[config.mk]
export PLATFORM = sky130hd
export DESIGN_NAME = half_step_stepper_sequencer
export DESIGN_NICKNAME = d
export VERILOG_FILES = /design/src/sv/hss_pkg.sv /design/src/sv/hss_phase_gen.sv /design/src/sv/hss_delay_unit.sv /design/src/sv/half_step_stepper_sequencer.sv
export SDC_FILE = /design/constraint.sdc
export NUM_CORES = 1
export LEC_CHECK = 0
export BUFFER_PORTS_ARGS = -buffer_cell sky130_fd_sc_hd__clkbuf_2
export CAP_MARGIN = 20
export CORE_ASPECT_RATIO = 1.2
export CORE_MARGIN = 5
export CORE_UTILIZATION = 55
export CTS_CLUSTER_SIZE = 24
export DETAILED_ROUTE_END_ITERATION = 8
export HOLD_SLACK_MARGIN = 0.02
export PLACE_DENSITY = 0.68
export SLEW_MARGIN = 0
export SYNTH_ARGS = -nofsm -noshare
export SYNTH_HDL_FRONTEND = slang
export SYNTH_SLANG_ARGS = --single-unit
[constraint.sdc]
create_clock -name clk -period 14.2 [get_ports clk]
set_input_delay 2.13 -clock clk [delete_from_list [all_inputs] [get_ports clk]]
set_output_delay 2.13 -clock clk [all_outputs]
set_load 0.02 [all_outputs]
[src/sv/hss_pkg.sv]
// Shared types, widths and constants for the half-step stepper sequencer.
// No dependencies; used by every module of the block.
package hss_pkg;

    // Fixed point layout of every delay value
    localparam int DELAY_INT_BITS  = 13;
    localparam int DELAY_FRAC_BITS = 8;
    localparam int DW              = DELAY_INT_BITS + DELAY_FRAC_BITS;

    // Speed change operands
    localparam int FRAC_W   = 8;                    // Q0.8 change fraction
    localparam int OFF_W    = 16;                   // change offset width
    localparam int FACTOR_W = FRAC_W + 1;           // 256 +/- fraction
    localparam int PROD_W   = DW + FACTOR_W;
    localparam int SUM_W    = ((DW > OFF_W) ? DW : OFF_W) + 2;

    // Configuration port
    localparam int CFG_IDX_W = 3;

    typedef enum logic [CFG_IDX_W-1:0] {
        REG_DELAY_FLOOR     = 3'd0,
        REG_DELAY_CEIL      = 3'd1,
        REG_START_DELAY     = 3'd2,
        REG_CHANGE_FRACTION = 3'd3,
        REG_CHANGE_OFFSET   = 3'd4
    } cfg_reg_t;

    // Reset values of the registers
    localparam logic [DW-1:0]     RST_DELAY_FLOOR = DW'(8448);
    localparam logic [DW-1:0]     RST_DELAY_CEIL  = DW'(1280000);
    localparam logic [DW-1:0]     RST_START_DELAY = DW'(128000);
    localparam logic [FRAC_W-1:0] RST_FRACTION    = FRAC_W'(51);
    localparam logic [OFF_W-1:0]  RST_OFFSET      = OFF_W'(51);

    localparam logic [DELAY_INT_BITS-1:0] TICK_MAX = '1;

    // Speed settings seen by the delay unit
    typedef struct packed {
        logic [DW-1:0]     delay_floor;
        logic [DW-1:0]     delay_ceil;
        logic [FRAC_W-1:0] change_fraction;
        logic [OFF_W-1:0]  change_offset;
    } speed_cfg_t;

    // Step decision of one tick
    typedef struct packed {
        logic [2:0]                phase;
        logic [DELAY_INT_BITS-1:0] tick_count;
        logic                      stepped;
    } step_t;

    // Half-step coil table
    function automatic logic [3:0] coil_lookup(input logic [2:0] ph);
        logic [3:0] pat;
        unique case (ph)
            3'd0: pat = 4'b1001;
            3'd1: pat = 4'b0001;
            3'd2: pat = 4'b0011;
            3'd3: pat = 4'b0010;
            3'd4: pat = 4'b0110;
            3'd5: pat = 4'b0100;
            3'd6: pat = 4'b1100;
            3'd7: pat = 4'b1000;
            default: pat = 4'b0000;
        endcase
        return pat;
    endfunction

endpackage

[src/sv/hss_phase_gen.sv]
// Step decision: tick counter compare against the step delay, phase move.
// Depends on hss_pkg.
module hss_phase_gen (
    input  logic [hss_pkg::DELAY_INT_BITS-1:0] tick_count,
    input  logic [hss_pkg::DW-1:0]             step_delay,
    input  logic [2:0]                         phase,
    input  logic                               rotation,
    output hss_pkg::step_t                     step
);

    logic [hss_pkg::DW-1:0] tick_scaled;

    // Compare counter, in delay units, with the delay
    assign tick_scaled = {tick_count, {hss_pkg::DELAY_FRAC_BITS{1'b0}}};

    // Advance phase or count up with saturation
    always_comb
    begin
        step.stepped    = 1'b0;
        step.phase      = phase;
        step.tick_count = tick_count;
        if (tick_scaled >= step_delay)
        begin
            step.stepped    = 1'b1;
            step.tick_count = '0;
            step.phase      = rotation ? (phase - 3'd1) : (phase + 3'd1);
        end
        else if (tick_count < hss_pkg::TICK_MAX)
        begin
            step.tick_count = tick_count + 1'b1;
        end
    end

endmodule

[src/sv/hss_delay_unit.sv]
// Speed change: scale the delay by (1-f) or (1+f), apply offset, clamp.
// Depends on hss_pkg. One multiplier, shared by both directions of change.
module hss_delay_unit (
    input  logic [hss_pkg::DW-1:0] delay_in,
    input  logic                   slower,
    input  hss_pkg::speed_cfg_t    cfg,
    output logic [hss_pkg::DW-1:0] delay_out
);

    logic [hss_pkg::FACTOR_W-1:0] factor;
    logic [hss_pkg::PROD_W-1:0]   prod;
    logic [hss_pkg::DW:0]         scaled;
    logic [hss_pkg::SUM_W-1:0]    scaled_ext;
    logic [hss_pkg::SUM_W-1:0]    off_ext;
    logic [hss_pkg::SUM_W-1:0]    fast_sub;
    logic [hss_pkg::SUM_W-1:0]    slow_sum;
    logic [hss_pkg::DW-1:0]       fast_d;
    logic [hss_pkg::DW-1:0]       slow_d;

    // Scale factor 256 - f or 256 + f
    assign factor = slower
        ? (hss_pkg::FACTOR_W'(1 << hss_pkg::FRAC_W) + hss_pkg::FACTOR_W'(cfg.change_fraction))
        : (hss_pkg::FACTOR_W'(1 << hss_pkg::FRAC_W) - hss_pkg::FACTOR_W'(cfg.change_fraction));

    assign prod       = hss_pkg::PROD_W'(delay_in) * hss_pkg::PROD_W'(factor);
    assign scaled     = prod[hss_pkg::PROD_W-1:hss_pkg::FRAC_W];
    assign scaled_ext = hss_pkg::SUM_W'(scaled);
    assign off_ext    = hss_pkg::SUM_W'(cfg.change_offset);

    // Faster: drop offset, floor at zero, clamp to min
    always_comb
    begin
        fast_sub = (scaled_ext <= off_ext) ? '0 : (scaled_ext - off_ext);
        if (fast_sub < hss_pkg::SUM_W'(cfg.delay_floor))
            fast_d = cfg.delay_floor;
        else
            fast_d = fast_sub[hss_pkg::DW-1:0];
    end

    // Slower: add offset, saturate to delay width, clamp to max
    always_comb
    begin
        slow_sum = scaled_ext + off_ext;
        if (slow_sum > hss_pkg::SUM_W'({hss_pkg::DW{1'b1}}))
            slow_d = '1;
        else
            slow_d = slow_sum[hss_pkg::DW-1:0];
        if (slow_d > cfg.delay_ceil)
            slow_d = cfg.delay_ceil;
    end

    assign delay_out = slower ? slow_d : fast_d;

endmodule

[src/sv/half_step_stepper_sequencer.sv]
// Top level of the half-step stepper sequencer: channels, state, config.
// Depends on hss_pkg, hss_phase_gen and hss_delay_unit.
//
// Usage: each input word is one loop tick with four button levels
// (cw_button, ccw_button, faster_button, slower_button), taken at a
// clock edge where in_valid is high and in_stall is low. Each tick gives
// exactly one output word (coil_pattern, phase_index, direction,
// step_taken), taken where out_valid is high and out_stall is low.
// Timing: the word waits in the input register until the output can take
// a result, is processed there and its result is registered in the output
// register. Throughput: one tick per cycle while out_stall is low. A tick
// with rising edges on both the faster and slower buttons takes a second
// pass, since the shared delay multiplier runs once for each change.
// Stall: while a result waits under out_stall the input register holds
// its word and in_stall rises once that register is full.
// Reset: phase 0, clockwise, counter 0, delay at the start value, all
// buttons treated as pressed, registers at their defaults.
// Configuration (cfg_wr_en, cfg_index, cfg_data) is written while idle by the user; the block does not enforce it.
module half_step_stepper_sequencer (
    input  logic                          clk,
    input  logic                          rst_n,
    // Tick input
    input  logic                          in_valid,
    output logic                          in_stall,
    input  logic                          cw_button,
    input  logic                          ccw_button,
    input  logic                          faster_button,
    input  logic                          slower_button,
    // Result output
    output logic                          out_valid,
    input  logic                          out_stall,
    output logic [3:0]                    coil_pattern,
    output logic [2:0]                    phase_index,
    output logic                          direction,
    output logic                          step_taken,
    // Configuration
    input  logic                          cfg_wr_en,
    input  logic [hss_pkg::CFG_IDX_W-1:0] cfg_index,
    input  logic [hss_pkg::DW-1:0]        cfg_data
);

    // Configuration registers
    hss_pkg::speed_cfg_t cfg_reg;

    // Input register
    logic       in_vld_reg;
    logic [3:0] btn_reg;

    // Sequencer state
    logic [2:0]                         phase_reg;
    logic                               rotation_reg;
    logic [hss_pkg::DELAY_INT_BITS-1:0] tick_reg;
    logic [hss_pkg::DW-1:0]             delay_reg;
    logic [3:0]                         last_reg;
    logic                               pend_reg;

    // Output register
    logic       out_vld_reg;
    logic [3:0] coil_reg;
    logic [2:0] phase_out_reg;
    logic       dir_out_reg;
    logic       step_out_reg;

    logic                   can_emit;
    logic                   proc;
    logic                   first;
    logic                   finish;
    logic                   both_edges;
    logic [3:0]             rise;
    logic                   rotation_next;
    logic                   delay_upd;
    logic                   slower_sel;
    logic [hss_pkg::DW-1:0] delay_next;
    hss_pkg::step_t         step;

    // Handshake control
    assign can_emit   = !out_vld_reg || !out_stall;
    assign proc       = in_vld_reg && can_emit;
    assign first      = proc && !pend_reg;
    assign rise       = btn_reg & ~last_reg;
    assign both_edges = first && rise[2] && rise[3];
    assign finish     = proc && (pend_reg || !both_edges);
    assign in_stall   = in_vld_reg && !finish;

    // Step decision
    hss_phase_gen u_phase (
        .tick_count (tick_reg),
        .step_delay (delay_reg),
        .phase      (phase_reg),
        .rotation   (rotation_reg),
        .step       (step)
    );

    // Direction: anticlockwise wins when both rise
    always_comb
    begin
        rotation_next = rotation_reg;
        if (rise[0])
            rotation_next = 1'b0;
        if (rise[1])
            rotation_next = 1'b1;
    end

    // Speed change: faster first, slower in the second pass when both rise
    assign slower_sel = pend_reg || !rise[2];
    assign delay_upd  = (first && (rise[2] || rise[3])) || (proc && pend_reg);

    hss_delay_unit u_delay (
        .delay_in  (delay_reg),
        .slower    (slower_sel),
        .cfg       (cfg_reg),
        .delay_out (delay_next)
    );

    // Write configuration registers
    always_ff @(posedge clk or negedge rst_n)
    begin
        if (!rst_n)
        begin
            cfg_reg.delay_floor     <= hss_pkg::RST_DELAY_FLOOR;
            cfg_reg.delay_ceil      <= hss_pkg::RST_DELAY_CEIL;
            cfg_reg.change_fraction <= hss_pkg::RST_FRACTION;
            cfg_reg.change_offset   <= hss_pkg::RST_OFFSET;
        end
        else if (cfg_wr_en)
        begin
            unique case (cfg_index)
                hss_pkg::REG_DELAY_FLOOR:     cfg_reg.delay_floor <= cfg_data;
                hss_pkg::REG_DELAY_CEIL:      cfg_reg.delay_ceil <= cfg_data;
                hss_pkg::REG_CHANGE_FRACTION:
                    cfg_reg.change_fraction <= cfg_data[hss_pkg::FRAC_W-1:0];
                hss_pkg::REG_CHANGE_OFFSET:
                    cfg_reg.change_offset <= cfg_data[hss_pkg::OFF_W-1:0];
                // start delay only matters at reset, which restores it
                default: ;
            endcase
        end
    end

    // Hold or load the input register
    always_ff @(posedge clk or negedge rst_n)
    begin
        if (!rst_n)
            in_vld_reg <= 1'b0;
        else if (in_valid && !in_stall)
            in_vld_reg <= 1'b1;
        else if (finish)
            in_vld_reg <= 1'b0;
    end

    always_ff @(posedge clk)
    begin
        if (in_valid && !in_stall)
            btn_reg <= {slower_button, faster_button, ccw_button, cw_button};
    end

    // Advance sequencer state
    always_ff @(posedge clk or negedge rst_n)
    begin
        if (!rst_n)
        begin
            phase_reg    <= '0;
            rotation_reg <= 1'b0;
            tick_reg     <= '0;
            last_reg     <= '1;
            pend_reg     <= 1'b0;
        end
        else
        begin
            if (first)
            begin
                phase_reg    <= step.phase;
                tick_reg     <= step.tick_count;
                rotation_reg <= rotation_next;
                last_reg     <= btn_reg;
            end
            if (both_edges)
                pend_reg <= 1'b1;
            else if (proc)
                pend_reg <= 1'b0;
        end
    end

    always_ff @(posedge clk or negedge rst_n)
    begin
        if (!rst_n)
            delay_reg <= hss_pkg::RST_START_DELAY;
        else if (delay_upd)
            delay_reg <= delay_next;
    end

    // Output register: payload loads on the first pass of a tick
    always_ff @(posedge clk or negedge rst_n)
    begin
        if (!rst_n)
            out_vld_reg <= 1'b0;
        else
            out_vld_reg <= finish || (out_vld_reg && out_stall);
    end

    always_ff @(posedge clk)
    begin
        if (first)
        begin
            coil_reg      <= hss_pkg::coil_lookup(step.phase);
            phase_out_reg <= step.phase;
            dir_out_reg   <= rotation_next;
            step_out_reg  <= step.stepped;
        end
    end

    assign out_valid    = out_vld_reg;
    assign coil_pattern = coil_reg;
    assign phase_index  = phase_out_reg;
    assign direction    = dir_out_reg;
    assign step_taken   = step_out_reg;

endmodule

==> reports/results.txt, run 1 <==
Via Count: 12,900
Status: completed
Setup Viol. Count Final: 0
Clk_skew: 0.00872 ns
Die span in x: 161 um
Mapped cell area: 15,000 um2
Vias in the first global route: 13,100
Die Area: 30,600 um2
Num rows: 66
#FFs+latches synth: 124
Io pins: 44
Slew Viols, Final: 0
Avg Cell Area, Syn: 8.35 um2
Crit Path Max Fanout: 30
GP Congestion: 1.05
Largest register FFs: 66
Longest Clk Path Bufs: 2
Fin. Hold Viols: 0
Post-CTS setup buffer count: 0
Synth cell types: 80
Top cell by count, worst path: inv_1
Avg WL per Cell: 21.1 um
Hold-fix buffers, CTS: 0
Initial antenna violation count: 0
Largest area contributor in the netlist: fa_1
Clk Latency, worst-skew pair: 0.43 ns
EDFF count, synth: 13
Total congestion overflow: 0
CTS tree: built
Nets: 2,096
Ys flop type: dfrtp_1
Num Clock Sinks: 124
Top Layer Used: met4
RSZ-0062 raised after global routing: no
Slew headroom: 30.0%
CP top delay family: compound AO/OA/AOI/OAI gates
Least-Margin Pin Slew: 1.05 ns
Crit Path Class: reg -> reg
Seq/Total Area, Yosys: 21.4%
Share of the synthesized area in the top cell type: 18.2%
PortBufs: 43
Remaining antenna violation count after routing: 0
DR WL met3: 2660 um
Worst path required time: 14.47 ns
Setup_tns: 0 ns
WL met2: 21,600 um
Worst hold path type: reg -> reg
DR DRC count: 0
Most common cell after layout, fill and taps aside: nand2_1
Async SR Flop Fraction: 89.5%
Worst-path clk slew: 0.06 ns
Max Cap Viol: 0
Synth Net Count: 2,097
CTS root buf: clkbuf_16
PostCTS Resize Cnt: 0
Final wirelength: 45,300 um
Fmax achieved: 81.0 MHz
CORE AREA: 27,000 um2
Worst path slowest cell: and3b_1
CTS Buf Count: 17
Post-route minimum period: 12.34 ns
YS warnings: 0
Worst Path Arrival: 12.61 ns
CP Capture Type: register
CP Buf/Inv Count: 5
Top cells by area, synth: fa_1, dfrtp_1, ha_1, nand2_1, inv_1
Crit share post-route: 86.9%
DP HPWL: 36,600 um
M1 wire length: 18,200 um
First-pass GRT wire length: 71,900 um
Area Growth Syn to Fin: 7.27%
Crit-path max cell delay: 0.88 ns
Pin count of the biggest net entering global routing: 77
Share of post-route cells with drive strength above 1: 8.80%
Startpoint Class: register
First-pass iteration count of the detailed router: 6
DR vias/cell: 6.03
Initial drt markers: 1,032
Global Route Usage Sum: 30.3%
H-tree Lvls: 4
Ant. Diodes: 0
Commonest non-fill, non-tap cells in the layout: nand2_1, inv_1, fa_1
Initial Util: 55.5%
Die height: 191 um
Cells after Synth: 1,794
Yosys cell counts, drive strengths merged, types with 3 or more instances:
cell    count
nand2     261
inv       260
fa        136
ha        134
nor2      133
o21ai     124
a21oi      87
dfrtp      86
clkbuf     67
xnor2      48
and2       45
nand4      29
xor2       26
dfstp      25
a211oi     24
a21o       24
nand2b     20
a221oi     19
nand3      19
nor3       19
mux2       15
edfxtp     13
buf        12
nor2b      12
o211ai     12
nor4       11
o21a       11
and3       10
o21bai     10
a311oi      8
a31oi       8
mux2i       8
o221ai      8
or3         7
and4        5
o31a        5
o31ai       5
nand3b      4
o21ba       4
a21boi      3
nor4b       3
metrics by stage:
step           hold WS [ns]  utilization [%]  cell area (um2)  std cells  setup WS, ns
2_1_floorplan         0.433                -            15000       1794          3.96
3_3_place_gp          0.446             57.2            15400       2113          2.23
3_5_place_dp          0.457             57.2            15400       2113          2.03
4_1_cts               0.468             59.4            16000       2145          1.98
5_1_grt               0.485             59.5            16100       2146         0.945
6_report              0.463             59.5            16100       2146          1.86
tightest hold or removal path, cell delays in order, from the launching register on:
cell and delay (ns):
dfstp_2 0.36, nand2_1 0.05, nand2_1 0.05
cell families after synthesis:
group,synth area share (%)
flip-flops,21.4
AO/OA/AOI/OAI,16.3
XOR/XNOR,4.33
AND/OR/NAND/NOR,18.2
buffers and inverters,8.73
adder cells (fa/ha/maj),29.4
multiplexers,1.71
worst paths after layout:
path,start,slack [ns],to,cells past startpoint
worst max-delay path,cfg_reg[16]$_DFFE_PN1P_,1.86,delay_reg[1]$_DFFE_PN0P_,40
worst min-delay path,last_reg[0]$_DFFE_PN1P_,0.46,last_reg[0]$_DFFE_PN1P_,2
max in group asynchronous,rst_n,11.50,last_reg[1]$_DFFE_PN1P_,3
worst min register to register,last_reg[0]$_DFFE_PN1P_,0.46,last_reg[0]$_DFFE_PN1P_,2
worst max register to register,cfg_reg[16]$_DFFE_PN1P_,1.86,delay_reg[1]$_DFFE_PN0P_,40
min in group asynchronous,rst_n,1.67,cfg_reg[37]$_DFFE_PN0P_,1
layout make-up:
cell class | count | area, um2
clock inverter | 9 | 82.6
fill | 2448 | 10900
clock buffer | 23 | 509
sequential | 124 | 3200
inverter | 261 | 980
tap | 340 | 425
multi-input combinational | 1330 | 10500
timing repair buffer | 59 | 358
per-layer routing:
layer | vias to the layer above | GRT usage (%)
li1 | 5964 | -
met3 | 138 | 4.13
met2 | 524 | 51.0
met1 | 6310 | 37.7
met5 | - | 0
met4 | 0 | 16.6
Power of run 1 is left out: the tool's default activity adds up to more than one toggle a clock period on the data nets, which glitch-free logic cannot reach.
==> run 2, diff against run 1 <==
RECOVER_POWER = 50   (was unset)
==> reports/results.txt, run 2 (synthesis results as in run 1) <==
Status: finished with violations
Failing checks: max-capacitance violations, max-slew violations
Worst hold margin: 0.463 ns
H-tree Lvls: 4
Global Route Usage Sum: 30.3%
Num Clock Sinks: 124
Placed Instance Area: 15,400 um2
CORE AREA: 27,000 um2
Crit Path Class: reg -> reg
PortBufs: 43
CP Capture Type: register
Worst hold path type: reg -> reg
Least-Margin Pin Slew: 3.62 ns
Crit share post-route: 87.5%
GP Congestion: 1.05
Worst Path Arrival: 12.75 ns
Slew headroom: -141%
Num rows: 66
Longest Clk Path Bufs: 2
Final Worst Setup Slack: 1.78 ns
Pin count of the biggest net entering global routing: 77
Avg WL per Cell: 21.1 um
Area Growth Syn to Fin: 6.98%
Fmax achieved: 80.5 MHz
DP HPWL: 36,600 um
Total congestion overflow: 0
Final wirelength: 45,300 um
Post-CTS setup buffer count: 0
Die span in x: 161 um
Crit-path max cell delay: 0.91 ns
Setup_tns: 0 ns
Initial Util: 55.5%
First-pass iteration count of the detailed router: 9
Hold-fix buffers, CTS: 0
Nets: 2,096
Layout fillers: 2,458
Remaining antenna violation count after routing: 0
Largest register FFs: 66
Die height: 191 um
DR DRC count: 0
Slew Viols, Final: 147
Worst path slowest cell: and3b_1
Clk_skew: 0.00837 ns
CTS Buf Count: 17
Worst-path clk slew: 0.06 ns
PostCTS Resize Cnt: 0
Startpoint Class: register
Initial antenna violation count: 0
Share of post-route cells with drive strength above 1: 8.42%
Die Area: 30,600 um2
DR vias/cell: 6.02
Setup Viol. Count Final: 0
Vias in the first global route: 13,100
First-pass GRT wire length: 71,900 um
RSZ-0062 raised after global routing: no
Commonest non-fill, non-tap cells in the layout: nand2_1, inv_1, fa_1
Max Cap Viol: 3
Setup WS pre-CTS: 2.03 ns
Post-route minimum period: 12.42 ns
Clk Latency, worst-skew pair: 0.43 ns
Io pins: 44
Initial drt markers: 959
Fin. Hold Viols: 0
Most common cell after layout, fill and taps aside: nand2_1
Crit Path Max Fanout: 30
CTS tree: built
Worst path required time: 14.52 ns
CTS root buf: clkbuf_16
Via Count: 12,900
Final instance area: 16,000 um2
## run 2: changes by cell type in the layout (fill, tap and decap cells not counted), sizes merged
cell,change
diode,+1
buf,-5
clkbuf,+5
## run 2: area by class of cell
cell class | instances | area (um2) | area share (%)
Antenna cell | 1 | 2.50 | 0.0156
Multi-Input combinational cell | 1330 | 10500 | 65.6
Sequential cell | 124 | 3200 | 20.0
Clock buffer | 23 | 509 | 3.18
Inverter | 261 | 980 | 6.11
Clock inverter | 9 | 82.6 | 0.515
Tap cell | 340 | 425 | 2.66
Timing Repair Buffer | 59 | 318 | 1.98
## run 2: worst max-delay path, delay by kind of cell, from the launching register on
family                     cells  cell delay [ns]
xor gates and xnor gates       2             1.16
and+or+nand+nor                8             2.59
AOI/OAI and AO/OA             18             3.99
buffers and inverters          5             0.41
DFF                            1             0.84
adders and majority gates      8             3.28
## run 2: path summary, 6_finish.rpt
kind / startpoint / to / slack, ns / cells past startpoint
worst min-delay path: last_reg[0]$_DFFE_PN1P_ / last_reg[0]$_DFFE_PN1P_ / 0.46 / 2
worst max-delay path: cfg_reg[16]$_DFFE_PN1P_ / delay_reg[8]$_DFFE_PN0P_ / 1.78 / 41
worst max register to register: cfg_reg[16]$_DFFE_PN1P_ / delay_reg[8]$_DFFE_PN0P_ / 1.78 / 41
min in group asynchronous: rst_n / cfg_reg[37]$_DFFE_PN0P_ / 2.32 / 1
worst min register to register: last_reg[0]$_DFFE_PN1P_ / last_reg[0]$_DFFE_PN1P_ / 0.46 / 2
max in group asynchronous: rst_n / cfg_reg[51]$_DFFE_PN0P_ / 7.05 / 3
## run 2: per-layer routing
metal,up-vias,share of wire [%],global-route usage (%)
li1,5961,-,-
met3,130,5.9,4.13
met5,-,0,0
met1,6322,40,37.7
met4,0,6.2,16.6
met2,515,48,51.0
## run 2: metrics by stage
step           utilization [%]  instances
2_1_floorplan                -       1794
3_3_place_gp              57.2       2113
3_5_place_dp              57.2       2113
4_1_cts                   59.4       2145
5_1_grt                   59.3       2146
6_report                  59.3       2147
Power of run 2 is left out for the same reason.
